<file path="src/sv/hse_pkg.sv">
// Shared types and codes for the Hermite spline evaluator.
// Holds the transaction payload structs, function codes and register indexes.
// No dependencies.
`default_nettype none

package hse_pkg;

	localparam int VAL_W   = 16;
	localparam int IDX_W   = 6;
	localparam int PHASE_W = 20;

	// function codes carried in the input transaction
	localparam logic [1:0] FUNC_WRITE   = 2'd0;
	localparam logic [1:0] FUNC_EVAL    = 2'd1;
	localparam logic [1:0] FUNC_TANGENT = 2'd2;

	// configuration register indexes
	localparam int CFG_IDX_W  = 1;
	localparam int CFG_DATA_W = 7;
	localparam logic [CFG_IDX_W-1:0] CFG_CLOSED_LOOP = 1'b0;
	localparam logic [CFG_IDX_W-1:0] CFG_KNOT_COUNT  = 1'b1;

	typedef struct packed {
		logic [1:0]              func;
		logic [IDX_W-1:0]        knot_index;
		logic signed [VAL_W-1:0] knot_value;
		logic signed [VAL_W-1:0] knot_tangent;
		logic [PHASE_W-1:0]      phase;
	} in_item_t;

	typedef struct packed {
		logic signed [VAL_W-1:0] curve_value;
		logic                    status;
	} out_item_t;

	// write enables of the knot store, one per array
	typedef struct packed {
		logic val;
		logic tan;
	} knot_we_t;

endpackage

`default_nettype wire

</file>
<file path="src/sv/hse_knot_mem.sv">
// Knot store: value and tangent arrays, one write and one registered read port.
// Depends on hse_pkg for the write-enable struct and the value width.
`default_nettype none

module hse_knot_mem #(
	parameter int DEPTH = 64,
	localparam int AW = $clog2(DEPTH)
) (
	input  wire                                 clk,
	input  hse_pkg::knot_we_t                   we,
	input  wire  [AW-1:0]                       waddr,
	input  wire  signed [hse_pkg::VAL_W-1:0]    wval,
	input  wire  signed [hse_pkg::VAL_W-1:0]    wtan,
	input  wire  [AW-1:0]                       raddr,
	output logic signed [hse_pkg::VAL_W-1:0]    rval,
	output logic signed [hse_pkg::VAL_W-1:0]    rtan
);

	logic signed [hse_pkg::VAL_W-1:0] val_mem [DEPTH];
	logic signed [hse_pkg::VAL_W-1:0] tan_mem [DEPTH];

	always_ff @(posedge clk) begin
		if (we.val) begin
			val_mem[waddr] <= wval;
		end
		if (we.tan) begin
			tan_mem[waddr] <= wtan;
		end
		rval <= val_mem[raddr];
		rtan <= tan_mem[raddr];
	end

endmodule

`default_nettype wire

</file>
<file path="config.mk">
export PLATFORM = sky130hd
export DESIGN_NAME = hse_knot_mem
export DESIGN_NICKNAME = d
export VERILOG_FILES = /design/src/sv/hse_pkg.sv /design/src/sv/hse_knot_mem.sv
export SDC_FILE = /design/constraint.sdc
export NUM_CORES = 2
export LEC_CHECK = 0
export BUFFER_PORTS_ARGS = -buffer_cell sky130_fd_sc_hd__buf_2
export CAP_MARGIN = 30
export CORE_ASPECT_RATIO = 1.2
export CORE_MARGIN = 4
export CORE_UTILIZATION = 53
export DETAILED_ROUTE_END_ITERATION = 12
export MAX_ROUTING_LAYER = met4
export PLACE_DENSITY_LB_ADDON = 0.2
export SKIP_LAST_GASP = 1
export SYNTH_ARGS = -nofsm -noshare
export SYNTH_HDL_FRONTEND = slang
export SYNTH_SLANG_ARGS = --single-unit
</file>
<file path="constraint.sdc">
create_clock -name clk -period 3.4 [get_ports clk]
set_clock_uncertainty 0.05 [all_clocks]
set_input_delay 0.17 -clock clk [delete_from_list [all_inputs] [get_ports clk]]
set_output_delay 0.17 -clock clk [all_outputs]
set_load 0.02 [all_outputs]
</file>
==> results <==
- The number of buffers and inverters on the critical path is 4.
- The share of async-settable or async-resettable flops after synthesis is 0%.
- In this run the standard cell core region covers 149,000 um^2.
- The placer's final routability congestion estimate is 0.859.
- Clock-pin slew was measured on the worst setup and hold paths at 0.06 ns.
- The number of clock buffers added by TritonCTS is 197.
- Setup violations remaining at the end of the flow were counted as 0.
- The final-layout fill cell count is 10,200.
- Across the run, the number of max-cap violations was 0.
- The family with the most delay on the worst path is buffers and inverters.
- The count of cell types in the netlist is 33.
- Counting tap cells, the placed design contains a total of 5,571 instances.
- The met2 routed wirelength is 103 mm.
- Entering global routing, the biggest net connects 67 pins.
- The iteration-0 DRC count of the detailed router is 5,141.
- Across all hold checks on the routed design, the worst slack comes to 0.0679 ns.
- In this run the remaining antenna-violating nets after routing total 0.
- In the global route stage, overall resource usage came out at 26.9%.
- The CTS tree is yes.
- The maximum clock path buffer count is 3.
- The finished layout holds 5,996 standard cells, fillers aside.
- The source of the worst hold timing path is raddr[1].
- The run finished with clean final reports.
- The number of global-route vias before repair is 39,000.
- The initial cell density of the core is 53.2%.
- The number of gates given a new drive strength after cts is 0.
- The final cell area excluding filler cells is 90,600 um^2.
- In this run the horizontal extent of the chip is 361 um.
- Across the VDD grid, the largest voltage drop is 668 uV.
- The ratio of total power to cell area is 582 nW/um^2.
- Summing over every cut layer, the via total after detailed routing is 38,400.
- For this block, wires on met1 add up to 75.1 mm.
- STA classifies the critical path endpoint as a register.
- The top-level port count is 79.
- In the layout the commonest cells are 2,048 x sky130_fd_sc_hd__edfxtp_1, 532 x sky130_fd_sc_hd__mux4_2, 248 x sky130_fd_sc_hd__buf_4, 202 x sky130_fd_sc_hd__clkbuf_16, 155 x sky130_fd_sc_hd__nor2_1.
- The leakage power is 28.8 nW.
- Timing would allow up to 0.358 GHz.
- The class of the most critical hold timing path is primary input to register.
- The launching element type of the critical path is a primary input.
- The number of hold violations in the final report is 0.
- In the final routed layout, each cell accounts on average for 33.7 um.
- The most numerous cell type found on the critical path is sky130_fd_sc_hd__buf_4.
- The die covers 155,000 um^2.
- The clock drives 2,080 sinks.
- The final layout contains routed wiring with a total length of 202 mm.
- The most used flip-flop cell after synthesis is sky130_fd_sc_hd__edfxtp_1.
- The worst setup path is of the primary input to register kind.
- The clock reaches the later pin of the worst-skew pair after 0.83 ns.
- The endpoint required time on the critical path is 4.06 ns.
- The HPWL after detailed placement is 124 mm.
- At the pin with the least slew margin, the transition time is 1.04 ns.
- On the critical path, the stage with the largest delay is an instance of sky130_fd_sc_hd__dlygate4sd3_1.
- The cell sitting at the root of the clock tree is a sky130_fd_sc_hd__clkbuf_16.
- After technology mapping, the gate count stands at 3,428.
- Traced cell by cell, the critical path runs through dlygate4sd3_1 -> buf_2 -> buf_4 -> buf_4 -> or2_2 -> nor2_1 -> a32oi_1 -> nand3_1 -> nor3_1.
- The average cell area after synthesis is 23.1 um^2.
- During synthesis, Yosys emitted a total of 0 warnings.
- The uppermost layer routed is met4.
- The post-detailed-route DRC marker count is 0.
- In this run the worst path has a maximum fanout of 21.
- Cells with a size suffix above 1 make up 30.7% of the layout.
- Data arrives at the worst endpoint at 3.45 ns.
- CTS built an H-tree with a depth of 4.
- Measured along the y axis, the die boundary spans 431 um.
- The total overflow left after global routing is 0.
- The number of enable-type register cells in the synthesized netlist is 2,048.
- The number of nets in the synthesized netlist is 3,475.
- The initialized floorplan defines 155 standard-cell rows.
- In this run the tightest slew margin relative to its limit is 31.0%.
- The final count of pins violating max slew is 0.
- The number of iterations in the first detailed-routing pass is 5.
- The overall power of the completed layout is 52.7 mW.
- The worst path needs 2.79 ns of the cycle, external delays included.
- The post-synthesis instance area is 79,100 um^2.
- The register area is 62,100 um^2.
- In this run the worst setup path begins at raddr[4].
- For the final routed database, the setup TNS stands at 0 ns.
- Relative to the synthesized area, the layout overhead comes to 14.5%.
- The wire length on met3 is 16.7 mm.
- Using the TritonRoute via totals, the vias-per-cell ratio works out to 6.40.
- The initial antenna violation count is 7.
- The first global-routing pass estimated 288 mm of wire.
- The area of combinational cells with multiple inputs is 15,900 um^2.
- Sequential elements use 78.6% of the synthesized area.
- Setup repair after global routing left no endpoint under its margin.
- The worst register-to-register path begins at val_mem[3][13].
- Once placement finished, the instance area stood at 83,700 um^2.
- For this run, the slowest stage of the critical path takes 0.53 ns.
- The most common cell after layout, fill and taps aside is sky130_fd_sc_hd__edfxtp_1.
- The post-route fraction of the period consumed by the critical path is 82.1%.
- In this run, synthesis produced a sequential element count of 2,080.
- In this run the tool buffered the top-level ports with 78 buffer cells.
- After the last flow step, the layout net total stands at 3,900.
final timing paths:
kind,depth (start not counted),end,slack (ns)
min,4,rtan[4],0.07
max reg2reg,4,rval[13],1.09
min reg2reg,4,rtan[4],0.86
max,9,rval[10],0.61
logic make-up (layout without fill, tap and decap cells):
kind of cell           after synthesis  after routing  synth area share, %
other                                0             10                    0
buffers and inverters              200            796                 1.35
AND/OR/NAND/NOR                    295            295                 1.68
AO/OA/AOI/OAI                      206            206                 1.74
multiplexers                       647            647                 16.6
flip-flops                        2080           2080                 78.6
worst register-to-register path, delay by kind of cell (launching register included):
kind | cells | cell delay [ns]
AND/OR/NAND/NOR | 1 | 0.11
multiplexers | 2 | 1.02
AO/OA/AOI/OAI | 1 | 0.66
flip-flops | 1 | 0.35
metal layers:
layer | vias up | track usage [%]
met3 | 347 | 4.48
met5 | - | -
met1 | 20600 | 35.2
met2 | 1978 | 43.7
li1 | 15500 | -
met4 | 0 | 9.50
stage by stage:
step,setup slack [ns],utilization (%)
after floorplan,1.00,-
after global placement,0.0887,56.1
after detailed placement,0.125,56.4
after CTS,0.617,60.8
after global routing,0.606,60.9
final,0.610,61.0
registers in the layout, summed over array words and instances, names as in the netlist:
name / flops
val_mem: 1024
tan_mem: 1024
rval: 16
rtan: 16
cell type report:
class                      instances  area share, %
sequential                      2080           68.6
multi-input combinational       1148           17.6
clock buffer                     277           6.04
timing repair buffer             414           4.07
tap                             1962           2.71
clock inverter                    93          0.893
inverter                          12         0.0497
antenna                           10         0.0276
synthesized netlist by cell type, types with 16 or more instances:
cell type / n / area [um^2]
sky130_fd_sc_hd__mux2i_1: 99 / 991
sky130_fd_sc_hd__buf_4: 30 / 225
sky130_fd_sc_hd__dfxtp_1: 32 / 641
sky130_fd_sc_hd__a21oi_1: 36 / 180
sky130_fd_sc_hd__mux4_2: 532 / 12000
sky130_fd_sc_hd__mux2_2: 16 / 180
sky130_fd_sc_hd__o221ai_1: 33 / 289
sky130_fd_sc_hd__edfxtp_1: 2048 / 61500
sky130_fd_sc_hd__o22ai_1: 104 / 651
sky130_fd_sc_hd__buf_1: 16 / 60.1
sky130_fd_sc_hd__nor2_1: 182 / 683
sky130_fd_sc_hd__nand3_1: 17 / 85.1
sky130_fd_sc_hd__buf_2: 34 / 170
sky130_fd_sc_hd__nand2_1: 36 / 135
sky130_fd_sc_hd__buf_6: 22 / 248
sky130_fd_sc_hd__clkbuf_1: 86 / 323
report_power, final:
| group | internal, mW | switching (mW) |
|---|---|---|
| Sequential | 28.4 | 0.118 |
| Clock | 12.1 | 9.15 |
| Combinational | 1.12 | 1.80 |
| Total | 41.6 | 11.1 |
repair_timing:
item | 4_1_cts | 5_1_grt
buffers inserted | 0 | 0
hold buffers | 31 | 7
hold endpoints to repair | 1143 | 388
Note: power is estimated with default switching activity, not from simulation.
